===== config.mk =====
export PLATFORM = sky130hd
export DESIGN_NAME = frame_rms_sound_level_flat
export DESIGN_NICKNAME = d
export VERILOG_FILES = /design/src/design/frs_pkg.sv /design/src/design/frs_if.sv /design/src/design/frs_ctrl.sv /design/src/design/frs_dp.sv /design/src/design/frame_rms_sound_level.sv /design/src/flat_wrapper.sv
export SDC_FILE = /design/constraint.sdc
export NUM_CORES = 2
export LEC_CHECK = 0
export BUFFER_PORTS_ARGS = -buffer_cell sky130_fd_sc_hd__buf_2
export CORE_ASPECT_RATIO = 1.5
export CORE_UTILIZATION = 50
export CTS_CLUSTER_DIAMETER = 30
export DETAILED_ROUTE_END_ITERATION = 6
export GPL_TIMING_DRIVEN = 1
export PLACE_DENSITY = 0.63
export SYNTH_ARGS = -nofsm -noshare
export SYNTH_HDL_FRONTEND = slang
export SYNTH_HIERARCHICAL = 1
export SYNTH_SLANG_ARGS = --single-unit

===== constraint.sdc =====
create_clock -name clk -period 16.4 [get_ports clk]
set_input_delay 2.46 -clock clk [delete_from_list [all_inputs] [get_ports clk]]
set_output_delay 2.46 -clock clk [all_outputs]
set_load 0.05 [all_outputs]

===== src/design/frs_pkg.sv =====
// frs_pkg: shared types and constants for the frame rms sound level meter
// command and status structs between controller and datapath, log2 table
// no dependencies
package frs_pkg;

	localparam int SAMPLE_SHIFT = 6;
	localparam int SAMPLE_W     = 26;
	localparam int RAW_W        = 32;
	localparam int OFFSET_W     = 12;
	localparam int RMS_W        = 26;
	localparam int DBFS_W       = 13;
	localparam int SPL_W        = 14;
	localparam int COUNT_W      = 13;
	localparam int LOGX_W       = 13;
	localparam int LOGP_W       = 28;
	localparam int LEAD_W       = 5;

	localparam logic signed [OFFSET_W-1:0] OFFSET_RESET = 12'sd1920;
	localparam logic signed [DBFS_W-1:0]   DBFS_FLOOR   = -13'sd2560;
	localparam logic [LOGX_W-1:0]          LOG_REF      = 13'd6400;
	localparam logic [14:0]                LOG_MUL      = 15'd24660;
	localparam logic [LOGP_W-1:0]          LOG_RND      = 28'd32768;
	localparam logic [LEAD_W-1:0]          LEAD_TOP     = 5'd25;

	typedef struct packed {
		logic take;
		logic square;
		logic accum;
		logic mul_step;
		logic mul_load_s;
		logic sub_load;
		logic sqrt_step;
		logic div_load;
		logic div_step;
		logic norm_load;
		logic norm_step;
		logic logx;
		logic logm;
		logic emit;
	} frs_cmd_t;

	typedef struct packed {
		logic last;
		logic mul_last;
		logic rt_last;
		logic rms_zero;
		logic norm_top;
		logic out_busy;
	} frs_sts_t;

	// round(256*log2(1+m/16))
	function automatic logic [7:0] frac_log2(input logic [3:0] m);
		logic [7:0] r;
		case (m)
			4'd0:  r = 8'd0;
			4'd1:  r = 8'd22;
			4'd2:  r = 8'd44;
			4'd3:  r = 8'd63;
			4'd4:  r = 8'd82;
			4'd5:  r = 8'd100;
			4'd6:  r = 8'd118;
			4'd7:  r = 8'd134;
			4'd8:  r = 8'd150;
			4'd9:  r = 8'd165;
			4'd10: r = 8'd179;
			4'd11: r = 8'd193;
			4'd12: r = 8'd207;
			4'd13: r = 8'd220;
			4'd14: r = 8'd232;
			default: r = 8'd244;
		endcase
		return r;
	endfunction

endpackage


===== src/design/frs_if.sv =====
// frs_if: valid/ready channel interfaces for samples and level results
// depends on frs_pkg
interface frs_in_if;
	import frs_pkg::*;
	logic                    valid;
	logic                    ready;
	logic signed [RAW_W-1:0] raw_sample;
	logic                    frame_end;
	modport source(output valid, raw_sample, frame_end, input ready);
	modport sink(input valid, raw_sample, frame_end, output ready);
endinterface

interface frs_out_if;
	import frs_pkg::*;
	logic                     valid;
	logic                     ready;
	logic [RMS_W-1:0]         rms_level;
	logic signed [DBFS_W-1:0] dbfs_q4;
	logic signed [SPL_W-1:0]  spl_q4;
	logic [COUNT_W-1:0]       frame_count;
	logic                     silent;
	modport source(output valid, rms_level, dbfs_q4, spl_q4, frame_count, silent,
		input ready);
	modport sink(input valid, rms_level, dbfs_q4, spl_q4, frame_count, silent,
		output ready);
endinterface


===== src/design/frs_ctrl.sv =====
// frs_ctrl: sequencer for accumulation and the end-of-frame math
// depends on frs_pkg
module frs_ctrl (
	input  logic              clk,
	input  logic              arst_n,
	input  logic              in_valid,
	output logic              in_ready,
	input  frs_pkg::frs_sts_t sts,
	output frs_pkg::frs_cmd_t cmd
);
	import frs_pkg::*;

	typedef enum logic [11:0] {
		ST_IDLE = 12'b000000000001,
		ST_SQ   = 12'b000000000010,
		ST_ACC  = 12'b000000000100,
		ST_MULQ = 12'b000000001000,
		ST_MULS = 12'b000000010000,
		ST_SUB  = 12'b000000100000,
		ST_SQRT = 12'b000001000000,
		ST_DIV  = 12'b000010000000,
		ST_NORM = 12'b000100000000,
		ST_LOGX = 12'b001000000000,
		ST_LOGM = 12'b010000000000,
		ST_EMIT = 12'b100000000000
	} state_t;

	state_t state_q, state_nx;

	assign in_ready = (state_q == ST_IDLE);

	always_comb begin
		cmd      = '0;
		state_nx = state_q;
		unique case (state_q)
			ST_IDLE: begin
				if (in_valid) begin
					cmd.take = 1'b1;
					state_nx = ST_SQ;
				end
			end
			ST_SQ: begin
				cmd.square = 1'b1;
				state_nx   = ST_ACC;
			end
			ST_ACC: begin
				cmd.accum = 1'b1;
				state_nx  = sts.last ? ST_MULQ : ST_IDLE;
			end
			ST_MULQ: begin
				cmd.mul_step = 1'b1;
				if (sts.mul_last) begin
					cmd.mul_load_s = 1'b1;
					state_nx       = ST_MULS;
				end
			end
			ST_MULS: begin
				cmd.mul_step = 1'b1;
				if (sts.mul_last) begin
					state_nx = ST_SUB;
				end
			end
			ST_SUB: begin
				cmd.sub_load = 1'b1;
				state_nx     = ST_SQRT;
			end
			ST_SQRT: begin
				cmd.sqrt_step = 1'b1;
				if (sts.rt_last) begin
					cmd.div_load = 1'b1;
					state_nx     = ST_DIV;
				end
			end
			ST_DIV: begin
				cmd.div_step = 1'b1;
				if (sts.rt_last) begin
					cmd.norm_load = 1'b1;
					state_nx      = ST_NORM;
				end
			end
			ST_NORM: begin
				if (sts.rms_zero) begin
					state_nx = ST_EMIT;
				end else if (sts.norm_top) begin
					state_nx = ST_LOGX;
				end else begin
					cmd.norm_step = 1'b1;
				end
			end
			ST_LOGX: begin
				cmd.logx = 1'b1;
				state_nx = ST_LOGM;
			end
			ST_LOGM: begin
				cmd.logm = 1'b1;
				state_nx = ST_EMIT;
			end
			ST_EMIT: begin
				if (!sts.out_busy) begin
					cmd.emit = 1'b1;
					state_nx = ST_IDLE;
				end
			end
			default: state_nx = ST_IDLE;
		endcase
	end

	always_ff @(posedge clk or negedge arst_n) begin
		if (!arst_n) begin
			state_q <= ST_IDLE;
		end else begin
			state_q <= state_nx;
		end
	end

endmodule


===== src/design/frs_dp.sv =====
// frs_dp: accumulators, shift-add multiplier, bitwise sqrt, divider, log
// depends on frs_pkg
module frs_dp #(
	parameter int MAX_FRAME = 4096
) (
	input  logic                                   clk,
	input  logic                                   arst_n,
	input  frs_pkg::frs_cmd_t                      cmd,
	output frs_pkg::frs_sts_t                      sts,
	input  logic signed [frs_pkg::RAW_W-1:0]       raw_sample,
	input  logic                                   frame_end,
	input  logic                                   cfg_we,
	input  logic signed [frs_pkg::OFFSET_W-1:0]    cfg_wdata,
	input  logic                                   out_ready,
	output logic                                   out_valid,
	output logic [frs_pkg::RMS_W-1:0]              rms_level,
	output logic signed [frs_pkg::DBFS_W-1:0]      dbfs_q4,
	output logic signed [frs_pkg::SPL_W-1:0]       spl_q4,
	output logic [frs_pkg::COUNT_W-1:0]            frame_count,
	output logic                                   silent
);
	import frs_pkg::*;

	localparam int CNT_W = $clog2(MAX_FRAME + 1);
	localparam int SUM_W = SAMPLE_W + CNT_W;
	localparam int SQ_W  = 2 * SAMPLE_W - 1 + CNT_W;
	localparam int RT_W  = SAMPLE_W + CNT_W;
	localparam int NUM_W = 2 * RT_W;
	localparam int IT_W  = $clog2(SUM_W);

	// sample capture and square
	logic signed [SAMPLE_W-1:0] smp_q;
	logic                       fend_q;
	logic [SAMPLE_W-1:0]        mag;
	logic [2*SAMPLE_W-1:0]      sq_q;

	// open frame accumulators
	logic signed [SUM_W-1:0] sum_q, sum_nx;
	logic [SQ_W-1:0]         sqs_q, sqs_nx;
	logic [CNT_W-1:0]        tally_q, tally_nx;

	// end-of-frame datapath
	logic [CNT_W-1:0]     n_q;
	logic [SUM_W-1:0]     smag;
	logic [SUM_W-1:0]     smag_q_hold;
	logic [NUM_W-1:0]     ma_q, mp_q, mp_step, num_q;
	logic [SUM_W-1:0]     mb_q;
	logic [IT_W-1:0]      it_q;
	logic [RT_W+1:0]      rem_q, rem2, trial;
	logic [RT_W-1:0]      root_q, root_nx;
	logic                 rt_ge;
	logic [RT_W-1:0]      dq_q, dq_nx;
	logic [CNT_W-1:0]     drem_q;
	logic [CNT_W:0]       dr2;
	logic                 d_ge;
	logic [RMS_W-1:0]     rms_q, nrm_q;
	logic [LEAD_W-1:0]    k_q;
	logic [LEAD_W-1:0]    lead_p;
	logic [LOGX_W-1:0]    x_q;
	logic [LOGP_W-1:0]    lp_q;
	logic signed [OFFSET_W-1:0] off_q;
	logic signed [DBFS_W-1:0]   dbfs_nx;
	logic                 ov_q;

	assign mag      = smp_q[SAMPLE_W-1] ? SAMPLE_W'(-smp_q) : SAMPLE_W'(smp_q);
	assign sum_nx   = sum_q + SUM_W'(smp_q);
	assign sqs_nx   = sqs_q + SQ_W'(sq_q);
	assign tally_nx = tally_q + 1'b1;
	assign smag     = sum_nx[SUM_W-1] ? SUM_W'(-sum_nx) : SUM_W'(sum_nx);

	assign mp_step  = mp_q + (mb_q[0] ? ma_q : '0);

	assign rem2     = {rem_q[RT_W-1:0], num_q[NUM_W-1 -: 2]};
	assign trial    = {root_q, 2'b01};
	assign rt_ge    = (rem2 >= trial);
	assign root_nx  = {root_q[RT_W-2:0], rt_ge};

	assign dr2      = {drem_q, dq_q[RT_W-1]};
	assign d_ge     = (dr2 >= {1'b0, n_q});
	assign dq_nx    = {dq_q[RT_W-2:0], d_ge};

	assign lead_p   = LEAD_TOP - k_q;
	assign dbfs_nx  = -DBFS_W'(lp_q >> 16);

	assign sts.last     = fend_q || (tally_nx == CNT_W'(MAX_FRAME));
	assign sts.mul_last = (it_q == IT_W'(SUM_W - 1));
	assign sts.rt_last  = (it_q == IT_W'(RT_W - 1));
	assign sts.rms_zero = (rms_q == '0);
	assign sts.norm_top = nrm_q[RMS_W-1];
	assign sts.out_busy = ov_q && !out_ready;

	always_ff @(posedge clk) begin
		if (cmd.take) begin
			smp_q  <= SAMPLE_W'(raw_sample >>> SAMPLE_SHIFT);
			fend_q <= frame_end;
		end
		if (cmd.square) begin
			sq_q <= mag * mag;
		end
		if (cmd.accum && sts.last) begin
			n_q  <= tally_nx;
			ma_q <= NUM_W'(sqs_nx);
			mb_q <= SUM_W'(tally_nx);
			mp_q <= '0;
			it_q <= '0;
		end else if (cmd.mul_load_s) begin
			num_q <= mp_step;
			ma_q  <= NUM_W'(smag_q_hold);
			mb_q  <= smag_q_hold;
			mp_q  <= '0;
			it_q  <= '0;
		end else if (cmd.mul_step) begin
			ma_q <= {ma_q[NUM_W-2:0], 1'b0};
			mb_q <= {1'b0, mb_q[SUM_W-1:1]};
			mp_q <= mp_step;
			it_q <= it_q + 1'b1;
		end
		if (cmd.sub_load) begin
			num_q  <= num_q - mp_q;
			rem_q  <= '0;
			root_q <= '0;
			it_q   <= '0;
		end
		if (cmd.sqrt_step) begin
			rem_q  <= rt_ge ? (rem2 - trial) : rem2;
			root_q <= root_nx;
			num_q  <= {num_q[NUM_W-3:0], 2'b00};
			it_q   <= it_q + 1'b1;
		end
		if (cmd.div_load) begin
			dq_q   <= root_nx;
			drem_q <= '0;
			it_q   <= '0;
		end
		if (cmd.div_step) begin
			drem_q <= d_ge ? CNT_W'(dr2 - {1'b0, n_q}) : CNT_W'(dr2);
			dq_q   <= dq_nx;
			it_q   <= it_q + 1'b1;
		end
		if (cmd.norm_load) begin
			rms_q <= dq_nx[RMS_W-1:0];
			nrm_q <= dq_nx[RMS_W-1:0];
			k_q   <= '0;
		end
		if (cmd.norm_step) begin
			nrm_q <= {nrm_q[RMS_W-2:0], 1'b0};
			k_q   <= k_q + 1'b1;
		end
		if (cmd.logx) begin
			x_q <= LOG_REF - ({lead_p, 8'b0} + LOGX_W'(frac_log2(nrm_q[RMS_W-2 -: 4])));
		end
		if (cmd.logm) begin
			lp_q <= LOGP_W'(x_q) * LOGP_W'(LOG_MUL) + LOG_RND;
		end
		if (cmd.emit) begin
			rms_level   <= rms_q;
			silent      <= sts.rms_zero;
			frame_count <= COUNT_W'(n_q);
			dbfs_q4     <= sts.rms_zero ? DBFS_FLOOR : dbfs_nx;
			spl_q4      <= SPL_W'(sts.rms_zero ? DBFS_FLOOR : dbfs_nx) + SPL_W'(off_q);
		end
	end

	// magnitude of the frame sum, kept for the second product
	always_ff @(posedge clk) begin
		if (cmd.accum && sts.last) begin
			smag_q_hold <= smag;
		end
	end

	always_ff @(posedge clk or negedge arst_n) begin
		if (!arst_n) begin
			sum_q   <= '0;
			sqs_q   <= '0;
			tally_q <= '0;
			off_q   <= OFFSET_RESET;
			ov_q    <= 1'b0;
		end else begin
			if (cmd.accum) begin
				if (sts.last) begin
					sum_q   <= '0;
					sqs_q   <= '0;
					tally_q <= '0;
				end else begin
					sum_q   <= sum_nx;
					sqs_q   <= sqs_nx;
					tally_q <= tally_nx;
				end
			end
			if (cfg_we) begin
				off_q <= cfg_wdata;
			end
			if (cmd.emit) begin
				ov_q <= 1'b1;
			end else if (out_ready) begin
				ov_q <= 1'b0;
			end
		end
	end

	assign out_valid = ov_q;

`ifndef SYNTHESIS
	// variance numerator can never go negative
	a_num_nonneg: assert property (@(posedge clk) disable iff (!arst_n)
		cmd.sub_load |-> (num_q >= mp_q))
		else $error("frs_dp: negative variance numerator");

	// rms never exceeds full scale
	a_rms_range: assert property (@(posedge clk) disable iff (!arst_n)
		cmd.norm_load |-> (dq_nx <= RT_W'(33554432)))
		else $error("frs_dp: rms above full scale");

	// a result is loaded only into a free or draining output slot
	a_emit_free: assert property (@(posedge clk) disable iff (!arst_n)
		cmd.emit |-> !(ov_q && !out_ready))
		else $error("frs_dp: result overwrote a pending transfer");

	// a loaded result is visible in the next cycle
	a_emit_valid: assert property (@(posedge clk) disable iff (!arst_n)
		cmd.emit |=> ov_q)
		else $error("frs_dp: emitted result not valid");
`endif

endmodule


===== src/design/frame_rms_sound_level.sv =====
// frame_rms_sound_level: top level of the frame rms level meter
// depends on frs_pkg, frs_if, frs_ctrl, frs_dp
//
//  channel   dir  transfer moves
//  samples   in   raw_sample (32b signed), frame_end
//  levels    out  rms_level, dbfs_q4, spl_q4, frame_count, silent
//  cfg       in   cfg_we / cfg_wdata: spl_offset_q4 (12b signed)
//
// a sample passes through capture, 26x26 square and accumulate
// the last sample of a frame adds the end-of-frame sequence:
//   2*(26+CW) shift-add multiply steps, 1 subtract, 26+CW sqrt steps,
//   26+CW divide steps, normalize shifts until the leading one is on top,
//   2 log steps, 1 load (CW = clog2(MAX_FRAME+1)); a zero rms skips normalize and log
// samples is not ready during that sequence; results sit in an output
//   register, so a stalled levels channel holds only the final load
// reset clears the accumulators, sets the offset to 1920 and empties the output
module frame_rms_sound_level #(
	parameter int MAX_FRAME = 4096
) (
	input  logic                                clk,
	input  logic                                arst_n,
	frs_in_if.sink                              samples,
	frs_out_if.source                           levels,
	input  logic                                cfg_we,
	input  logic signed [frs_pkg::OFFSET_W-1:0] cfg_wdata
);
	import frs_pkg::*;

	frs_cmd_t cmd;
	frs_sts_t sts;

	// sequencer: owns the sample ready and the step order
	frs_ctrl u_ctrl (
		.clk      (clk),
		.arst_n   (arst_n),
		.in_valid (samples.valid),
		.in_ready (samples.ready),
		.sts      (sts),
		.cmd      (cmd)
	);

	// datapath: sums, multiply, sqrt, divide, log, output register
	frs_dp #(
		.MAX_FRAME (MAX_FRAME)
	) u_dp (
		.clk         (clk),
		.arst_n      (arst_n),
		.cmd         (cmd),
		.sts         (sts),
		.raw_sample  (samples.raw_sample),
		.frame_end   (samples.frame_end),
		.cfg_we      (cfg_we),
		.cfg_wdata   (cfg_wdata),
		.out_ready   (levels.ready),
		.out_valid   (levels.valid),
		.rms_level   (levels.rms_level),
		.dbfs_q4     (levels.dbfs_q4),
		.spl_q4      (levels.spl_q4),
		.frame_count (levels.frame_count),
		.silent      (levels.silent)
	);

endmodule


===== src/flat_wrapper.sv =====
// flat-port wrapper written by rule: the top's interface ports become plain ports
module frame_rms_sound_level_flat import frs_pkg::*;
#(
	parameter int MAX_FRAME = 4096
)
  (clk, arst_n, cfg_we, cfg_wdata, samples_valid, samples_raw_sample, samples_frame_end, samples_ready, levels_valid, levels_rms_level, levels_dbfs_q4, levels_spl_q4, levels_frame_count, levels_silent, levels_ready);
  frs_in_if samples_i ();
  frs_out_if levels_i ();
  input  logic clk;
  input  logic arst_n;
  input  logic cfg_we;
  input  logic signed [frs_pkg::OFFSET_W-1:0] cfg_wdata;
  input wire logic [$bits(samples_i.valid)-1:0] samples_valid;
  input wire logic [$bits(samples_i.raw_sample)-1:0] samples_raw_sample;
  input wire logic [$bits(samples_i.frame_end)-1:0] samples_frame_end;
  output wire logic [$bits(samples_i.ready)-1:0] samples_ready;
  output wire logic [$bits(levels_i.valid)-1:0] levels_valid;
  output wire logic [$bits(levels_i.rms_level)-1:0] levels_rms_level;
  output wire logic [$bits(levels_i.dbfs_q4)-1:0] levels_dbfs_q4;
  output wire logic [$bits(levels_i.spl_q4)-1:0] levels_spl_q4;
  output wire logic [$bits(levels_i.frame_count)-1:0] levels_frame_count;
  output wire logic [$bits(levels_i.silent)-1:0] levels_silent;
  input wire logic [$bits(levels_i.ready)-1:0] levels_ready;
  assign samples_i.valid = samples_valid;
  assign samples_i.raw_sample = samples_raw_sample;
  assign samples_i.frame_end = samples_frame_end;
  assign samples_ready = samples_i.ready;
  assign levels_valid = levels_i.valid;
  assign levels_rms_level = levels_i.rms_level;
  assign levels_dbfs_q4 = levels_i.dbfs_q4;
  assign levels_spl_q4 = levels_i.spl_q4;
  assign levels_frame_count = levels_i.frame_count;
  assign levels_silent = levels_i.silent;
  assign levels_i.ready = levels_ready;
  frame_rms_sound_level #(.MAX_FRAME(MAX_FRAME)) u_core (.clk(clk), .arst_n(arst_n), .samples(samples_i), .levels(levels_i), .cfg_we(cfg_we), .cfg_wdata(cfg_wdata));
endmodule

Word-level counts from Yosys, hierarchy flattened

Memories as Yosys holds them, arrays and structs flattened. A register that Yosys moved wholly into a read port is not among the register bits.
Cells that the tools add are included.

Bits in registers: 846
Memory bits (read-only): 128
Bits of input ports: 50
Output and inout port bits: 69
Word-level logic and storage cells: 168
Memories: 1

Add/sub/neg operators: 17
$mul: 2
Order comparisons: 2
Equal/unequal tests: 23
Mux-type cells: 69
Reductions and logical operators: 19

Memory list:

| name            | depth | width | read ports | clocked after memory_dff | wr ports | line          | RTL |
|---|---|---|---|---|---|---|---|
| (no name shown) | 16    | 8     | 1          | 1                        | 0        | frs_pkg.sv:54 | `case (m)` |

Operator list:

| cell                     | number |
|---|---|
| $mux W39                 | 10 |
| $mux W78                 | 5 |
| $mux W64                 | 4 |
| $pmux W12 S12            | 1 |
| $mux W12                 | 8 |
| $add A78 B78 Y78         | 1 |
| $mux W26                 | 3 |
| $sub A78 B78 Y78         | 1 |
| $mux W13                 | 5 |
| $add A64 B52 Y64         | 1 |
| $mul A26 B26 Y52         | 1 |
| $mux W6                  | 7 |
| $ge A41 B41 Y1           | 1 |
| $add A39 B26 Y39         | 1 |
| $neg A39 Y39             | 1 |
| $sub A39 B39 Y39         | 1 |
| $mux W38                 | 1 |
| $add A28 B16 Y28 const B | 1 |
| $logic_not A26 Y1        | 1 |
| $mul A13 B13 Y26 const B | 1 |
| $neg A26 Y26             | 1 |
| $mux W1                  | 17 |
| $add A14 B12 Y14         | 1 |
| $ge A14 B13 Y1           | 1 |
| 40 further kinds         | 57 |

Depth between registers and ports, before layout

Depth after elaboration: 10
Depth in mapped cells: 36
Mapped depth without buffers: 35

By module

The synthesis kept the hierarchy.

Modules (own cells, without submodules):

| module   | times used | cells each | area each (um^2) | sequential area each (um^2) |
|---|---|---|---|---|
| frs_dp   | 1          | 7794       | 73458.0          | 22841.9 |
| frs_ctrl | 1          | 100        | 923.4            | 301.5 |

Worst setup path after synthesis

No wires, ideal clock.

Kind: register -> register
Start point: register u_core.u_dp.smp_q[3]
End point: register u_core.u_dp.sq_q[43], data pin
Library setup time: 265 ps
Data arrival time: 9645 ps
Required time: 16135 ps
Path slack: 6490 ps
Cell stages (with the launch flop): 35
Path buffers: 1
Period minus slack after synthesis: 9910 ps
Cells stage by stage: edfxtp_1 -> or4_4 -> or3_1 -> or3_4 -> or4_4 -> or3_4 -> o31a_1 -> xnor2_4 -> inv_1 -> buf_2 -> nand2_1 -> fa_1 -> fa_1 -> inv_1 -> fa_1 -> inv_1 -> fa_1 -> inv_1 -> fa_1 -> fa_1 -> inv_1 -> fa_1 -> inv_1 -> ha_1 -> or2_2 -> a21oi_1 -> or2_2 -> nor2_1 -> a41oi_1 -> o21ai_0 -> or2_2 -> a221o_1 -> a41oi_1 -> o21ai_0 -> xor2_1

Word-level cells in the longest chain between the ends: 3

Ends and longest elaborated chain:

| element                | line         | RTL |
|---|---|---|
| from (decl)            | frs_dp.sv:32 | `logic signed [SAMPLE_W-1:0] smp_q;` |
| from (signal assigned) | frs_dp.sv:94 | `smp_q <= SAMPLE_W'(raw_sample >>> SAMPLE_SHIFT);` |
| $neg A26 Y26           | frs_dp.sv:65 | `assign mag = smp_q[SAMPLE_W-1] ? SAMPLE_W'(-smp_q) : SAMPLE_W'(smp_q);` |
| $mux W26 *             | frs_dp.sv:65 |  |
| $mul A26 B26 Y52 *     | frs_dp.sv:98 | `sq_q <= mag * mag;` |
| to (signal assigned)   | frs_dp.sv:98 |  |
| to (decl)              | frs_dp.sv:35 | `logic [2*SAMPLE_W-1:0] sq_q;` |

Every way passes the cells marked *; elsewhere a longest branch is shown, timed or not.
A chain may end at the register's enable or synchronous reset.

Worst setup path in the final report

Start point: register u_core.u_dp.smp_q[3]
End point: register u_core.u_dp.sq_q[49], data pin

Same word-level chain as after synthesis.

==> flow_summary.json <==
{
  "clk_pin_slew_ns": 0.05,
  "hold_viol_final": 0,
  "wl_um": 199100,
  "setup_tns_ns": 0,
  "fp.dieArea_um2": 150300,
  "synth-simple-area-share": 0.1302,
  "synth-seq-cells": 837,
  "die_w_um": 316.9,
  "drv_cap": 0,
  "grt_pass1_wl_um": 314200,
  "start_kind": "flop",
  "clockRootBuffer": "clkbuf_16",
  "slew_violations": 0,
  "cts.htree.levels": 4,
  "antenna_left": 0,
  "cts_tree": "built",
  "path_delay_family": "adder cells",
  "tightest_slew_ns": 1.239,
  "period_needed_ns": 11.63,
  "cts_resized": 0,
  "num_vias": 57131,
  "path_buf_inv": 7,
  "yosys_warnings": 6,
  "netlist_instances": 7894,
  "max_stage_delay_ns": 0.78,
  "seq_area_frac_synth": 0.3111,
  "grtUsageTotal": 0.2658,
  "grt_overflow": 0,
  "numCtsBuffers": 162,
  "grt_pass1_vias": 59102,
  "antenna_found_initial": 3,
  "drcViolationCount": 0,
  "avgViaCountPerCell": 5.707,
  "syn_to_final_growth_pct": 11.12,
  "core_area_um2": 147800,
  "status": "finished, final reports clean",
  "cts_setup_buffers": 0,
  "fin_crit_sh": 0.7089,
  "ys.flop_type": "edfxtp_1",
  "crit_type": "reg -> reg",
  "synth-xor-area-share": 0.05596,
  "syn_avg_cell_area_um2": 9.423,
  "synth_area_um2": 74380,
  "final_cell_mix": "inv_1 (1,020), nand2_1 (682), ha_1 (628)",
  "hold_path_class": "reg -> reg",
  "finalClockSkew_ns": 0.06467,
  "synth_compound_area_frac": 0.1544,
  "muxShareOfSynthArea": 0.02929,
  "grt_max_degree": 108,
  "final_common_cell": "inv_1",
  "required_ns": 16.92,
  "die_h_um": 474.4,
  "cts_buffer_depth": 3,
  "num_rows": 173,
  "synth_top_family_by_area": "adder cells",
  "worstPathArrival_ns": 12.15,
  "relSlewSlack": 0.1743,
  "cts_hold_buf": 0,
  "synthArstFlopShare": 0.1685,
  "grt_setup_unrepaired": "false",
  "post-dp-hpwl_um": 154500,
  "initial_utilization": 0.5031,
  "num-nets-final": 9154,
  "synth_cell_type_count": 101,
  "cp_max_fo": 16,
  "io_buffers": 112,
  "gp_congestion": 0.9414,
  "wl_per_cell_um": 19.89,
  "critPathSlowestCell": "a2111oi_0",
  "clock_latency_ns": 0.83,
  "yosys.area_share.adder": 0.2496,
  "fmax_mhz": 86.01,
  "finalSetupViolations": 0,
  "drt_iter0_drc": 3149,
  "synth-edff-count": 567,
  "drt_pass1_iterations": 6,
  "clock-sinks": 837,
  "pin_count": 119,
  "crit_path_frequent_cell": "fa_1",
  "endpoint_kind": "flop",
  "layout-drive-gt1-share": 0.07412
}
==> logic make-up after synthesis <==
family	after synthesis
multiplexers	215
AND/OR/NAND/NOR	2059
adder cells (fa/ha/maj)	1163
other	2
flip-flops	837
AO/OA/AOI/OAI	1783
XOR/XNOR	469
buffers and inverters	1366
==> area by class of cell <==
cell class / instances / area, um2
fill: 13127 / 65190
multi-input combinational: 5709 / 46260
sequential: 837 / 23140
clock buffer: 185 / 4212
inverter: 1035 / 3900
tap: 1925 / 2409
clock inverter: 120 / 1523
timing repair buffer: 196 / 1197
antenna: 4 / 10.01
==> worst register-to-register path: cells and delay by family, from the launching register on <==
| family | cells | cell delay (ns) |
|---|---|---|
| AO/OA/AOI/OAI | 7 | 2.26 |
| AND/OR/NAND/NOR | 11 | 3.35 |
| adder cells (fa/ha/maj) | 8 | 3.98 |
| XOR/XNOR | 1 | 0.14 |
| buffers and inverters | 7 | 1.09 |
| flip-flops | 1 | 0.53 |
==> Yosys cell counts, types with 122 or more instances <==
cell type / n / area [um2]
and2_1: 122 / 763.2
nand2_1: 684 / 2567
nor2_1: 603 / 2263
edfxtp_1: 567 / 17030
fa_1: 535 / 10710
inv_1: 1024 / 3844
mux2i_1: 194 / 1942
xor2_1: 171 / 1498
dfxtp_1: 129 / 2582
a21o_1: 229 / 1719
xnor2_1: 293 / 2566
clkbuf_1: 290 / 1089
o21ai_0: 417 / 2087
a21oi_1: 482 / 2412
dfrtp_1: 136 / 3403
ha_1: 628 / 7858
==> through the flow <==
| stage | setup WS [ns] | hold WS, ns | instances | cell area (um2) | util |
|---|---|---|---|---|---|
| 2_1_floorplan | 6.490 | 0.4082 | 7912 | 74450 | - |
| 3_3_place_gp | 4.821 | 0.4237 | 9702 | 76910 | 0.5202 |
| 3_5_place_dp | 4.794 | 0.4228 | 9702 | 76910 | 0.5202 |
| 4_1_cts | 4.688 | 0.4352 | 10007 | 82640 | 0.5590 |
| 5_1_grt | 4.302 | 0.4430 | 10010 | 82650 | 0.5590 |
| 6_report | 4.774 | 0.4324 | 10011 | 82650 | 0.5590 |
==> path summary, 6_finish.rpt <==
check / end / cells after the start / start / slack [ns]
min reg2reg: u_core/u_dp/x_q[0] / 0 / flop / 0.43
min: u_core/u_dp/x_q[0] / 0 / flop / 0.43
min in group asynchronous: u_core/u_dp/off_q[11] / 1 / arst_n / 1.68
max in group asynchronous: u_core/u_dp/tally_q[2] / 3 / arst_n / 12.90
max: u_core/u_dp/sq_q[49] / 34 / u_core/u_dp/smp_q[3] / 4.77
max reg2reg: u_core/u_dp/sq_q[49] / 34 / u_core/u_dp/smp_q[3] / 4.77
==> registers in the layout, summed over array words and instances, names as in the netlist, 13 cells and up, named ones only <==
register / count
u_core/u_dp/ma_q: 78
u_core/u_dp/mp_q: 78
u_core/u_dp/num_q: 78
u_core/u_dp/sqs_q: 64
u_core/u_dp/sq_q: 51
u_core/u_dp/dq_q: 39
u_core/u_dp/mb_q: 39
u_core/u_dp/rem_q: 39
u_core/u_dp/root_q: 39
u_core/u_dp/smag_q_hold: 39
u_core/u_dp/sum_q: 39
u_core/u_dp/nrm_q: 26
u_core/u_dp/rms_level: 26
u_core/u_dp/rms_q: 26
u_core/u_dp/smp_q: 26
u_core/u_dp/spl_q4: 14
u_core/u_dp/dbfs_q4: 13
u_core/u_dp/drem_q: 13
u_core/u_dp/frame_count: 13
u_core/u_dp/n_q: 13
u_core/u_dp/tally_q: 13
u_core/u_dp/x_q: 13
==> metal layers <==
layer / wire length (um) / vias to the layer above / part of all wire / track usage
met5: 0 / - / 0 / 0
met4: 10530 / 0 / 0.053 / 0.1413
met3: 7074 / 505 / 0.036 / 0.02854
met2: 105000 / 1409 / 0.53 / 0.4918
met1: 76450 / 27940 / 0.38 / 0.2947
li1: - / 27277 / - / -
Power is not shown: default switching activity piles up to over one toggle a cycle in this logic, so the estimate is an artifact.
